[src/rtl/gbc_pkg.sv]
package gbc_pkg;

  // field widths
  localparam int RATE_W     = 16;
  localparam int OUT_W      = 21;
  localparam int SUM_W      = 32;
  localparam int CNT_W      = 16;
  localparam int ATT_W      = 4;
  localparam int STAT_W     = 3;
  localparam int AXIS_W     = 2;
  localparam int CFG_IDX_W  = 2;
  localparam int CFG_DATA_W = 16;
  localparam int IN_DATA_W  = 48;
  localparam int OUT_DATA_W = 88;

  // configuration register indexes
  localparam logic [CFG_IDX_W-1:0] REG_WINDOW   = 2'd0;
  localparam logic [CFG_IDX_W-1:0] REG_SPREAD   = 2'd1;
  localparam logic [CFG_IDX_W-1:0] REG_ATTEMPTS = 2'd2;

  // configuration reset values
  localparam logic [CNT_W-1:0] WINDOW_RST   = 16'd1000;
  localparam logic [CNT_W-1:0] SPREAD_RST   = 16'd200;
  localparam logic [ATT_W-1:0] ATTEMPTS_RST = 4'd3;

  // result status codes
  localparam logic [STAT_W-1:0] ST_COLLECT    = 3'd0;
  localparam logic [STAT_W-1:0] ST_MOTION     = 3'd1;
  localparam logic [STAT_W-1:0] ST_EMPTY      = 3'd2;
  localparam logic [STAT_W-1:0] ST_CALIBRATED = 3'd3;
  localparam logic [STAT_W-1:0] ST_FAILED     = 3'd4;
  localparam logic [STAT_W-1:0] ST_CORRECTED  = 3'd5;
  localparam logic [STAT_W-1:0] ST_DROPPED    = 3'd6;

  // which kind of result the controller asks the datapath to load
  typedef enum logic [1:0] {
    KIND_SAMPLE,
    KIND_COLLECT,
    KIND_REJECT,
    KIND_CAL
  } out_kind_t;

  typedef struct packed {
    logic              capture;
    logic              accum;
    logic              clear_win;
    logic              set_done;
    logic              inc_attempt;
    logic              div_start;
    logic              bias_load;
    logic              out_load;
    out_kind_t         kind;
    logic [AXIS_W-1:0] axis;
  } gbc_cmd_t;

  typedef struct packed {
    logic phase_done;
    logic win_end;
    logic good_zero;
    logic reject;
    logic last_attempt;
    logic out_free;
    logic div_done;
  } gbc_sts_t;

endpackage

[src/rtl/gbc_div.sv]
module gbc_div #(
  parameter int FRACTION_BITS = 4
) (
  input  logic                       clk,
  input  logic                       rst_n,
  input  logic                       start,
  input  logic [gbc_pkg::SUM_W-1:0]  dividend,
  input  logic [gbc_pkg::CNT_W-1:0]  divisor,
  input  logic                       negate,
  output logic                       done,
  output logic [gbc_pkg::OUT_W-1:0]  quotient
);
  import gbc_pkg::*;

  localparam int DW = SUM_W + FRACTION_BITS;
  localparam int CW = $clog2(DW + 1);

  logic [DW-1:0]    dvd_r;
  logic [CNT_W-1:0] dvs_r;
  logic [CNT_W-1:0] rem_r;
  logic [OUT_W-1:0] q_r;
  logic [CW-1:0]    cnt_r;
  logic             neg_r;
  logic             busy_r;
  logic             done_r;

  logic [CNT_W:0]   trial;
  logic [CNT_W:0]   diff;
  logic             fits;
  logic [CNT_W-1:0] rem_nxt;

  // one restoring step per cycle
  assign trial   = {rem_r, dvd_r[DW-1]};
  assign diff    = trial - {1'b0, dvs_r};
  assign fits    = trial >= {1'b0, dvs_r};
  assign rem_nxt = fits ? diff[CNT_W-1:0] : trial[CNT_W-1:0];

  // control
  always_ff @(posedge clk) begin
    if (!rst_n) begin
      busy_r <= 1'b0;
      done_r <= 1'b0;
      cnt_r  <= '0;
    end else begin
      done_r <= 1'b0;
      if (start) begin
        busy_r <= 1'b1;
        cnt_r  <= CW'(DW);
      end else if (busy_r) begin
        cnt_r <= cnt_r - 1'b1;
        if (cnt_r == CW'(1)) begin
          busy_r <= 1'b0;
          done_r <= 1'b1;
        end
      end
    end
  end

  // operands and partial results
  always_ff @(posedge clk) begin
    if (start) begin
      dvd_r <= DW'(dividend) << FRACTION_BITS;
      dvs_r <= divisor;
      rem_r <= '0;
      q_r   <= '0;
      neg_r <= negate;
    end else if (busy_r) begin
      dvd_r <= dvd_r << 1;
      rem_r <= rem_nxt;
      q_r   <= {q_r[OUT_W-2:0], fits};
    end
  end

  // only the low quotient bits are kept, sign applied at the end
  assign quotient = neg_r ? (~q_r + OUT_W'(1)) : q_r;
  assign done     = done_r;

endmodule

[src/rtl/gbc_datapath.sv]
module gbc_datapath #(
  parameter int AXES          = 3,
  parameter int FRACTION_BITS = 4
) (
  input  logic                            clk,
  input  logic                            rst_n,
  input  logic                            cfg_valid,
  input  logic [gbc_pkg::CFG_IDX_W-1:0]   cfg_index,
  input  logic [gbc_pkg::CFG_DATA_W-1:0]  cfg_data,
  input  logic [gbc_pkg::IN_DATA_W-1:0]   in_tdata,
  input  logic                            in_tuser,
  input  logic                            out_tready,
  output logic                            out_tvalid,
  output logic [gbc_pkg::OUT_DATA_W-1:0]  out_tdata,
  output logic [gbc_pkg::STAT_W-1:0]      out_tuser,
  input  gbc_pkg::gbc_cmd_t               cmd,
  output gbc_pkg::gbc_sts_t               sts
);
  import gbc_pkg::*;

  localparam int AX_W  = (AXES > 1) ? $clog2(AXES) : 1;
  localparam int PAD_W = OUT_DATA_W - (3 * OUT_W + CNT_W + AXIS_W + ATT_W);

  // configuration registers
  logic [CNT_W-1:0] win_size_r;
  logic [CNT_W-1:0] spread_lim_r;
  logic [ATT_W-1:0] max_att_r;

  // captured input item
  logic                     ok_r;
  logic signed [RATE_W-1:0] raw_r [AXES];

  // window and calibration state
  logic signed [SUM_W-1:0]  sum_r  [AXES];
  logic signed [RATE_W-1:0] min_r  [AXES];
  logic signed [RATE_W-1:0] max_r  [AXES];
  logic [OUT_W-1:0]         bias_r [AXES];
  logic [CNT_W-1:0]         good_r;
  logic [CNT_W-1:0]         slot_r;
  logic [ATT_W-1:0]         attempt_r;
  logic                     done_r;

  // result register
  logic                     out_valid_r;
  logic [STAT_W-1:0]        out_status_r, out_status_nxt;
  logic [OUT_W-1:0]         out_rate_r [3];
  logic [OUT_W-1:0]         out_rate_nxt [3];
  logic [CNT_W-1:0]         out_spread_r, out_spread_nxt;
  logic [AXIS_W-1:0]        out_axis_r, out_axis_nxt;
  logic [ATT_W-1:0]         out_att_r;

  logic [CNT_W-1:0]  win_eff;
  logic [ATT_W-1:0]  att_lim;
  logic [CNT_W-1:0]  worst_sp;
  logic [AXIS_W-1:0] worst_ax;
  logic [CNT_W:0]    spread_diff [AXES];
  logic [OUT_W-1:0]  corr [3];
  logic [AX_W-1:0]   axis_i;
  logic [SUM_W-1:0]  sum_sel;
  logic [SUM_W-1:0]  sum_mag;
  logic              sum_neg;
  logic              div_done;
  logic [OUT_W-1:0]  div_q;
  logic              out_free;

  // configuration writes
  always_ff @(posedge clk) begin
    if (!rst_n) begin
      win_size_r   <= WINDOW_RST;
      spread_lim_r <= SPREAD_RST;
      max_att_r    <= ATTEMPTS_RST;
    end else if (cfg_valid) begin
      case (cfg_index)
        REG_WINDOW:   win_size_r   <= cfg_data;
        REG_SPREAD:   spread_lim_r <= cfg_data;
        REG_ATTEMPTS: max_att_r    <= cfg_data[ATT_W-1:0];
        default: ;
      endcase
    end
  end

  // input capture
  always_ff @(posedge clk) begin
    if (cmd.capture) begin
      ok_r <= in_tuser;
      for (int a = 0; a < AXES; a++) begin
        raw_r[a] <= in_tdata[a*RATE_W +: RATE_W];
      end
    end
  end

  // window accumulation, attempt count and bias
  always_ff @(posedge clk) begin
    if (!rst_n) begin
      for (int a = 0; a < AXES; a++) begin
        sum_r[a]  <= '0;
        min_r[a]  <= '0;
        max_r[a]  <= '0;
        bias_r[a] <= '0;
      end
      good_r    <= '0;
      slot_r    <= '0;
      attempt_r <= ATT_W'(1);
      done_r    <= 1'b0;
    end else begin
      if (cmd.accum) begin
        if (ok_r) begin
          for (int a = 0; a < AXES; a++) begin
            sum_r[a] <= sum_r[a] + SUM_W'(raw_r[a]);
            if (good_r == '0 || raw_r[a] < min_r[a]) min_r[a] <= raw_r[a];
            if (good_r == '0 || raw_r[a] > max_r[a]) max_r[a] <= raw_r[a];
          end
          good_r <= good_r + 1'b1;
        end
        slot_r <= slot_r + 1'b1;
      end
      if (cmd.clear_win) begin
        for (int a = 0; a < AXES; a++) begin
          sum_r[a] <= '0;
          min_r[a] <= '0;
          max_r[a] <= '0;
        end
        good_r <= '0;
        slot_r <= '0;
      end
      if (cmd.set_done)    done_r    <= 1'b1;
      if (cmd.inc_attempt) attempt_r <= attempt_r + 1'b1;
      if (cmd.bias_load)   bias_r[axis_i] <= div_q;
    end
  end

  // window end and attempt limit, zero acts as one
  assign win_eff = (win_size_r == '0) ? CNT_W'(1) : win_size_r;
  assign att_lim = (max_att_r == '0) ? ATT_W'(1) : max_att_r;

  // largest spread, first axis wins ties
  always_comb begin
    worst_sp = '0;
    worst_ax = '0;
    for (int a = 0; a < AXES; a++) begin
      spread_diff[a] = {max_r[a][RATE_W-1], max_r[a]} - {min_r[a][RATE_W-1], min_r[a]};
      if (spread_diff[a][CNT_W-1:0] > worst_sp) begin
        worst_sp = spread_diff[a][CNT_W-1:0];
        worst_ax = AXIS_W'(a);
      end
    end
  end

  // divider operand select, sign and magnitude of the sum
  assign axis_i  = cmd.axis[AX_W-1:0];
  assign sum_sel = sum_r[axis_i];
  assign sum_neg = sum_sel[SUM_W-1];
  assign sum_mag = sum_neg ? (~sum_sel + SUM_W'(1)) : sum_sel;

  gbc_div #(
    .FRACTION_BITS (FRACTION_BITS)
  ) u_div (
    .clk      (clk),
    .rst_n    (rst_n),
    .start    (cmd.div_start),
    .dividend (sum_mag),
    .divisor  (good_r),
    .negate   (sum_neg),
    .done     (div_done),
    .quotient (div_q)
  );

  // corrected rates in fixed point, absent axes read as zero
  for (genvar o = 0; o < 3; o++) begin : g_corr
    if (o < AXES) begin : g_on
      logic [OUT_W-1:0] raw_ext;
      assign raw_ext = {{(OUT_W-RATE_W){raw_r[o][RATE_W-1]}}, raw_r[o]};
      assign corr[o] = (raw_ext << FRACTION_BITS) - bias_r[o];
    end else begin : g_off
      assign corr[o] = '0;
    end
  end

  // next result
  always_comb begin
    out_status_nxt = ST_COLLECT;
    out_spread_nxt = '0;
    out_axis_nxt   = '0;
    for (int o = 0; o < 3; o++) out_rate_nxt[o] = '0;
    case (cmd.kind)
      KIND_SAMPLE: begin
        if (ok_r) begin
          out_status_nxt = ST_CORRECTED;
          for (int o = 0; o < 3; o++) out_rate_nxt[o] = corr[o];
        end else begin
          out_status_nxt = ST_DROPPED;
        end
      end
      KIND_COLLECT: out_status_nxt = ST_COLLECT;
      KIND_REJECT: begin
        if (good_r == '0) begin
          out_status_nxt = sts.last_attempt ? ST_FAILED : ST_EMPTY;
        end else begin
          out_status_nxt = sts.last_attempt ? ST_FAILED : ST_MOTION;
          out_spread_nxt = worst_sp;
          out_axis_nxt   = worst_ax;
        end
      end
      KIND_CAL: begin
        out_status_nxt = ST_CALIBRATED;
        out_spread_nxt = worst_sp;
        out_axis_nxt   = worst_ax;
      end
      default: ;
    endcase
  end

  // result register, free again once its transfer completes
  always_ff @(posedge clk) begin
    if (!rst_n) begin
      out_valid_r <= 1'b0;
    end else if (cmd.out_load) begin
      out_valid_r <= 1'b1;
    end else if (out_tready) begin
      out_valid_r <= 1'b0;
    end
  end

  always_ff @(posedge clk) begin
    if (cmd.out_load) begin
      out_status_r <= out_status_nxt;
      out_spread_r <= out_spread_nxt;
      out_axis_r   <= out_axis_nxt;
      out_att_r    <= attempt_r;
      for (int o = 0; o < 3; o++) out_rate_r[o] <= out_rate_nxt[o];
    end
  end

  assign out_free   = !out_valid_r || out_tready;
  assign out_tvalid = out_valid_r;
  assign out_tuser  = out_status_r;
  assign out_tdata  = {{PAD_W{1'b0}}, out_att_r, out_axis_r, out_spread_r,
                       out_rate_r[2], out_rate_r[1], out_rate_r[0]};

  // status to the controller
  assign sts.phase_done   = done_r;
  assign sts.win_end      = slot_r >= win_eff;
  assign sts.good_zero    = good_r == '0;
  assign sts.reject       = worst_sp > spread_lim_r;
  assign sts.last_attempt = attempt_r >= att_lim;
  assign sts.out_free     = out_free;
  assign sts.div_done     = div_done;

endmodule

[src/rtl/gbc_ctrl.sv]
module gbc_ctrl #(
  parameter int AXES = 3
) (
  input  logic              clk,
  input  logic              rst_n,
  input  logic              in_tvalid,
  output logic              in_tready,
  input  gbc_pkg::gbc_sts_t sts,
  output gbc_pkg::gbc_cmd_t cmd
);
  import gbc_pkg::*;

  localparam logic [AXIS_W-1:0] LAST_AXIS = AXIS_W'(AXES - 1);

  typedef enum logic [2:0] {
    S_IDLE,
    S_STEP,
    S_EVAL,
    S_DIV_GO,
    S_DIV_WAIT,
    S_FINISH
  } state_t;

  state_t            state_r, state_nxt;
  logic [AXIS_W-1:0] axis_r, axis_nxt;

  // state and axis sequencer
  always_ff @(posedge clk) begin
    if (!rst_n) begin
      state_r <= S_IDLE;
      axis_r  <= '0;
    end else begin
      state_r <= state_nxt;
      axis_r  <= axis_nxt;
    end
  end

  // next state and commands
  always_comb begin
    state_nxt = state_r;
    axis_nxt  = axis_r;
    cmd       = '0;
    cmd.kind  = KIND_COLLECT;
    cmd.axis  = axis_r;
    in_tready = 1'b0;
    case (state_r)
      S_IDLE: begin
        in_tready   = 1'b1;
        cmd.capture = in_tvalid;
        if (in_tvalid) state_nxt = S_STEP;
      end
      S_STEP: begin
        if (sts.phase_done) begin
          // correction phase: one result per sample
          cmd.kind = KIND_SAMPLE;
          if (sts.out_free) begin
            cmd.out_load = 1'b1;
            state_nxt    = S_IDLE;
          end
        end else begin
          cmd.accum = 1'b1;
          state_nxt = S_EVAL;
        end
      end
      S_EVAL: begin
        if (!sts.win_end) begin
          cmd.kind = KIND_COLLECT;
          if (sts.out_free) begin
            cmd.out_load = 1'b1;
            state_nxt    = S_IDLE;
          end
        end else if (sts.good_zero || sts.reject) begin
          // window rejected: retry or give up
          cmd.kind = KIND_REJECT;
          if (sts.out_free) begin
            cmd.out_load    = 1'b1;
            cmd.clear_win   = 1'b1;
            cmd.set_done    = sts.last_attempt;
            cmd.inc_attempt = !sts.last_attempt;
            state_nxt       = S_IDLE;
          end
        end else begin
          axis_nxt  = '0;
          state_nxt = S_DIV_GO;
        end
      end
      S_DIV_GO: begin
        cmd.div_start = 1'b1;
        state_nxt     = S_DIV_WAIT;
      end
      S_DIV_WAIT: begin
        if (sts.div_done) begin
          cmd.bias_load = 1'b1;
          if (axis_r == LAST_AXIS) begin
            state_nxt = S_FINISH;
          end else begin
            axis_nxt  = axis_r + 1'b1;
            state_nxt = S_DIV_GO;
          end
        end
      end
      S_FINISH: begin
        cmd.kind = KIND_CAL;
        if (sts.out_free) begin
          cmd.out_load  = 1'b1;
          cmd.clear_win = 1'b1;
          cmd.set_done  = 1'b1;
          state_nxt     = S_IDLE;
        end
      end
      default: state_nxt = S_IDLE;
    endcase
  end

endmodule

[src/rtl/gyro_bias_calibrate_correct.sv]
// Gyro zero-rate bias calibration and correction.
// Input stream: in_tdata carries the raw X, Y, Z rates, in_tuser the read-ok
// flag. Output stream: one result per input item, out_tuser the status code,
// out_tdata the corrected rates, window spread, peak axis and attempt.
// Configuration: cfg_index selects window size, spread limit or attempt limit;
// write only while no item is in flight. cfg_ready is always high.
// After reset the block collects calibration windows, then subtracts the
// Q.4 (FRACTION_BITS) bias from every good sample.
// Items are taken one at a time: a new item is accepted only once the last
// has loaded its result. A window that is accepted also runs the bit-serial
// divider once per axis, which forms each bias one quotient bit per cycle.
// Otherwise an item passes from the input capture register to the result
// register through S_STEP, and through S_STEP and S_EVAL while calibrating.
// Reset loads the default configuration, clears the window and bias, and
// restarts calibration at attempt 1.
// A stalled receiver holds the result in the output register; the next item
// is still taken, then waits inside the block until that register frees.
module gyro_bias_calibrate_correct #(
  parameter int AXES          = 3,
  parameter int FRACTION_BITS = 4
) (
  input  logic                            clk,
  input  logic                            rst_n,
  // configuration write channel
  input  logic                            cfg_valid,
  output logic                            cfg_ready,
  input  logic [gbc_pkg::CFG_IDX_W-1:0]   cfg_index,
  input  logic [gbc_pkg::CFG_DATA_W-1:0]  cfg_data,
  // input stream
  input  logic                            in_tvalid,
  output logic                            in_tready,
  input  logic [gbc_pkg::IN_DATA_W-1:0]   in_tdata,   // rate_in_x, rate_in_y, rate_in_z
  input  logic                            in_tuser,   // read_ok
  // result stream
  output logic                            out_tvalid,
  input  logic                            out_tready,
  // rate_out_x, rate_out_y, rate_out_z, peak_spread, peak_axis, attempt_number, zero pad
  output logic [gbc_pkg::OUT_DATA_W-1:0]  out_tdata,
  output logic [gbc_pkg::STAT_W-1:0]      out_tuser   // status
);
  import gbc_pkg::*;

  gbc_cmd_t cmd;
  gbc_sts_t sts;

  assign cfg_ready = 1'b1;

  gbc_ctrl #(
    .AXES (AXES)
  ) u_ctrl (
    .clk       (clk),
    .rst_n     (rst_n),
    .in_tvalid (in_tvalid),
    .in_tready (in_tready),
    .sts       (sts),
    .cmd       (cmd)
  );

  gbc_datapath #(
    .AXES          (AXES),
    .FRACTION_BITS (FRACTION_BITS)
  ) u_datapath (
    .clk        (clk),
    .rst_n      (rst_n),
    .cfg_valid  (cfg_valid),
    .cfg_index  (cfg_index),
    .cfg_data   (cfg_data),
    .in_tdata   (in_tdata),
    .in_tuser   (in_tuser),
    .out_tready (out_tready),
    .out_tvalid (out_tvalid),
    .out_tdata  (out_tdata),
    .out_tuser  (out_tuser),
    .cmd        (cmd),
    .sts        (sts)
  );

endmodule
[config.mk]
export PLATFORM = sky130hd
export DESIGN_NAME = gyro_bias_calibrate_correct
export DESIGN_NICKNAME = d
export VERILOG_FILES = /design/src/rtl/gbc_pkg.sv /design/src/rtl/gbc_div.sv /design/src/rtl/gbc_datapath.sv /design/src/rtl/gbc_ctrl.sv /design/src/rtl/gyro_bias_calibrate_correct.sv
export SDC_FILE = /design/constraint.sdc
export NUM_CORES = 2
export LEC_CHECK = 0
export BUFFER_PORTS_ARGS = -buffer_cell sky130_fd_sc_hd__buf_2
export CAP_MARGIN = 25
export CORE_ASPECT_RATIO = 1.75
export CORE_UTILIZATION = 35
export DETAILED_ROUTE_END_ITERATION = 8
export SLEW_MARGIN = 10
export SYNTH_ARGS = -nofsm -noshare
export SYNTH_HDL_FRONTEND = slang
export SYNTH_SLANG_ARGS = --single-unit
[constraint.sdc]
create_clock -name clk -period 33.2 [get_ports clk]
set_input_delay 8.3 -clock clk [delete_from_list [all_inputs] [get_ports clk]]
set_output_delay 8.3 -clock clk [all_outputs]
set_load 0.02 [all_outputs]
==> impl_metrics.ini <==
[power]
pwr-share-seq_pct = 35.1
p_total_w = 0.00250
combinationalPowerShare_pct = 38.2
powerDensity_nw_per_um2 = 61.5
leakagePower_nw = 16.9
switching_share_pct = 37.5
p_switching_w = 0.000939
vdd_drop_max_mv = 0.0504
clockPowerShare_pct = 26.7
p_int_w = 0.00157

[clocking]
cts_tree = yes
htree_levels = 2
cts_resized = 0
clockRootBuffer = clkbuf_16
cts_setup_buffers = 0
cts.sinks = 567
clock_path_buffers = 3
hold_buffers = 0
clk-insertion-delay-late_ps = 670
cts_inserted_buffers = 56
clkSlewWorstSetupHoldPaths_ps = 70

[routing]
ant_nets = 0
num_vias = 27900
vias_per_cell = 5.30
first_iter_violations = 1514
firstDrtPassIters = 5
routed_wl_mm = 107
wl_per_cell_um = 20.4
drcViolationCount = 0

[timing]
fmax_mhz = 93.5
fin_crit_sh_pct = 32.2
tns_ps = 0
slew_headroom_pct = 32.3
drv_slew = 0
hold_violations = 0
skew_ps = 43.5
rsz0062_at_grt = false
worstMarginPinSlew_ps = 1020
final-setup-viol-count = 0
finalCriticalPeriod_ps = 10690

[setup_path]
critical_path.max_fanout = 58
reg2reg_slack_ps = 22510
cp-end-kind = flip-flop
slowest_delay_ps = 730
required_ps = 33490
start_kind = flip-flop
crit_top_cell = o21ai_1
cp_num_buf_inv = 5
ff2ff_path_depth = 40
reg2reg_from = u_datapath.max_r[0][0]
r2r_end = u_datapath.sum_r[0][26]
cpLargestDelayFamily = compound AO/OA/AOI/OAI gates
arrival_ps = 10980
path_class = flip-flop to flip-flop
slowest_stage = buf_4

[yosys]
postSynth.asyncResetShare_pct = 0
ys_types = 92
synth_warnings = 0
synth_cells = 3737
ys_seq_area_share_pct = 43.3
synthTopCellsByArea = edfxtp_1 (36%), ha_1 (13%), dfxtp_1 (6.9%), nor2_1 (4.2%), a21oi_1 (3.9%)
ys.flop_type = edfxtp_1
yosysTopAreaCell = edfxtp_1
ys_seq_elements = 567
synth-edff-count = 441
syn_area_um2 = 36400
synth.avg_cell_area_um2 = 9.74
yosys.area.top_type_share_pct = 36.4

[die]
initial_core_util_pct = 35.3
core_area_um2 = 103000
io_pins = 166
die_h_um = 429
die_w_um = 246
rows = 156
dieArea_um2 = 105000

[cells_and_area]
area_growth_syn_to_layout_pct = 11.8
layout_common_cells = edfxtp_1 (441), nor2_1 (405), ha_1 (377)
nets = 4338
layout_commonest_cell = edfxtp_1
fillers = 10100
drive_gt1_share_pct = 8.88

[global_route]
grt_pass1_vias = 28100
grt_max_degree = 64
grt_first_pass_wirelength_mm = 162
overflow = 0
track_usage_pct = 20.2
antenna_found_initial = 4

[placement]
io_buffers = 161
gp_congestion = 0.900
dpl.hpwl_mm = 83.7

[worst_hold_path]
hold_path.class = flip-flop to flip-flop
hp-start = u_datapath.spread_lim_r[2]
worstHoldEndpoint = u_datapath.spread_lim_r[2]
hold_path_depth = 2

[flow_run]
drv_cap = 0

[run_status]
status = completed
## worst max-delay path by stage
stage               depth (start not counted)                 endpoint                    from  slack [ps]
floorplan                                   2  u_datapath.out_att_r[0]              out_tready       19970
CTS                                        39  u_datapath.sum_r[1][19]  u_datapath.max_r[0][0]       22390
detailed placement                          8  u_datapath.max_r[0][42]                   rst_n       21960
finish                                     40  u_datapath.sum_r[0][26]  u_datapath.max_r[0][0]       22510
global placement                            8  u_datapath.max_r[0][42]                   rst_n       21940
global route                               40  u_datapath.sum_r[1][17]  u_datapath.max_r[0][0]       21480
## cell type report
cell class	count	area [µm²]	area share [%]
antenna	1	2.50	0.00615
clock buffer	67	1510	3.70
clock inverter	38	393	0.965
inverter	293	1100	2.70
multi-input combinational	2769	19200	47.2
sequential	567	15800	38.7
tap	1343	1680	4.13
timing repair buffer	195	1070	2.62
## through the flow
stage                     utilization [%]  setup WS, ps  cell area, µm²  hold WS (ps)  instances
after global routing                 39.4         21480           40700           482       5272
after detailed placement             37.6         21960           38800           450       5166
after floorplan                         -         19970           36400           427       3739
after global placement               37.6         21940           38800           446       5164
after CTS                            39.4         22390           40700           462       5271
final                                39.4         22510           40700           460       5273
## worst reg2reg max path, delay by kind of cell (launching register included)
kind | cells | cell delay [ps]
mux | 1 | 260
simple gates | 9 | 2190
flops | 1 | 390
xor+xnor | 1 | 270
fa+ha+maj | 5 | 1310
buf+inv | 5 | 1420
compound gates | 19 | 4440
## flip-flops by register name (all words and copies together), names as in the netlist, 6 cells and up, named ones only
signal	flops
u_datapath.bias_r	63
u_datapath.good_r	16
u_datapath.max_r	48
u_datapath.min_r	48
u_datapath.out_rate_r	63
u_datapath.out_spread_r	16
u_datapath.raw_r	48
u_datapath.slot_r	16
u_datapath.spread_lim_r	16
u_datapath.sum_r	96
u_datapath.u_div.cnt_r	6
u_datapath.u_div.dvd_r	32
u_datapath.u_div.dvs_r	16
u_datapath.u_div.q_r	21
u_datapath.u_div.rem_r	16
u_datapath.win_size_r	16
## routing by layer
metal,track usage (%),up-vias,wire (µm)
met3,2.45,290,4490
met5,0,-,0
met4,15.2,0,9040
li1,-,13700,-
met1,20.8,13300,39000
met2,36.8,665,54900
## cell usage after synthesis (all sizes together), types with 26 or more instances
| library cell | n |
|---|---|
| ha | 377 |
| o21ai | 199 |
| inv | 291 |
| a211oi | 51 |
| a21o | 117 |
| a21oi | 283 |
| edfxtp | 441 |
| clkbuf | 84 |
| nand2 | 279 |
| nor2 | 406 |
| xor2 | 133 |
| a31oi | 28 |
| buf | 26 |
| nand2b | 49 |
| dfxtp | 126 |
| nand4 | 56 |
| nand3 | 43 |
| xnor2 | 121 |
| o21a | 52 |
| nor2b | 82 |
| and3 | 39 |
| mux2i | 84 |
| nor3 | 74 |
## cell families (layout without fill, tap and decap cells)
kind of cell	count (synthesis)	in the layout	share of synthesized area [%]
compound gates	883	883	15.1
xor+xnor	254	254	6.11
fa+ha+maj	384	384	13.3
buf+inv	403	593	4.27
flops	567	567	43.3
mux	101	101	2.93
other cells	2	5	0.0206
simple gates	1143	1143	14.9
## power groups by stage
| stage | sequential, W | combinational, W | clock, W |
|---|---|---|---|
| 3_3_place_gp | 0.000891 | 0.000929 | 0 |
| 5_1_grt | 0.000882 | 0.00107 | 0.000703 |
| 2_1_floorplan | 0.000869 | 0.000711 | 0 |
| 6_report | 0.000878 | 0.000957 | 0.000669 |
| 4_1_cts | 0.000877 | 0.000951 | 0.000684 |
| 3_5_place_dp | 0.000892 | 0.000945 | 0 |
No activity file was read; power rests on OpenSTA's default activity.
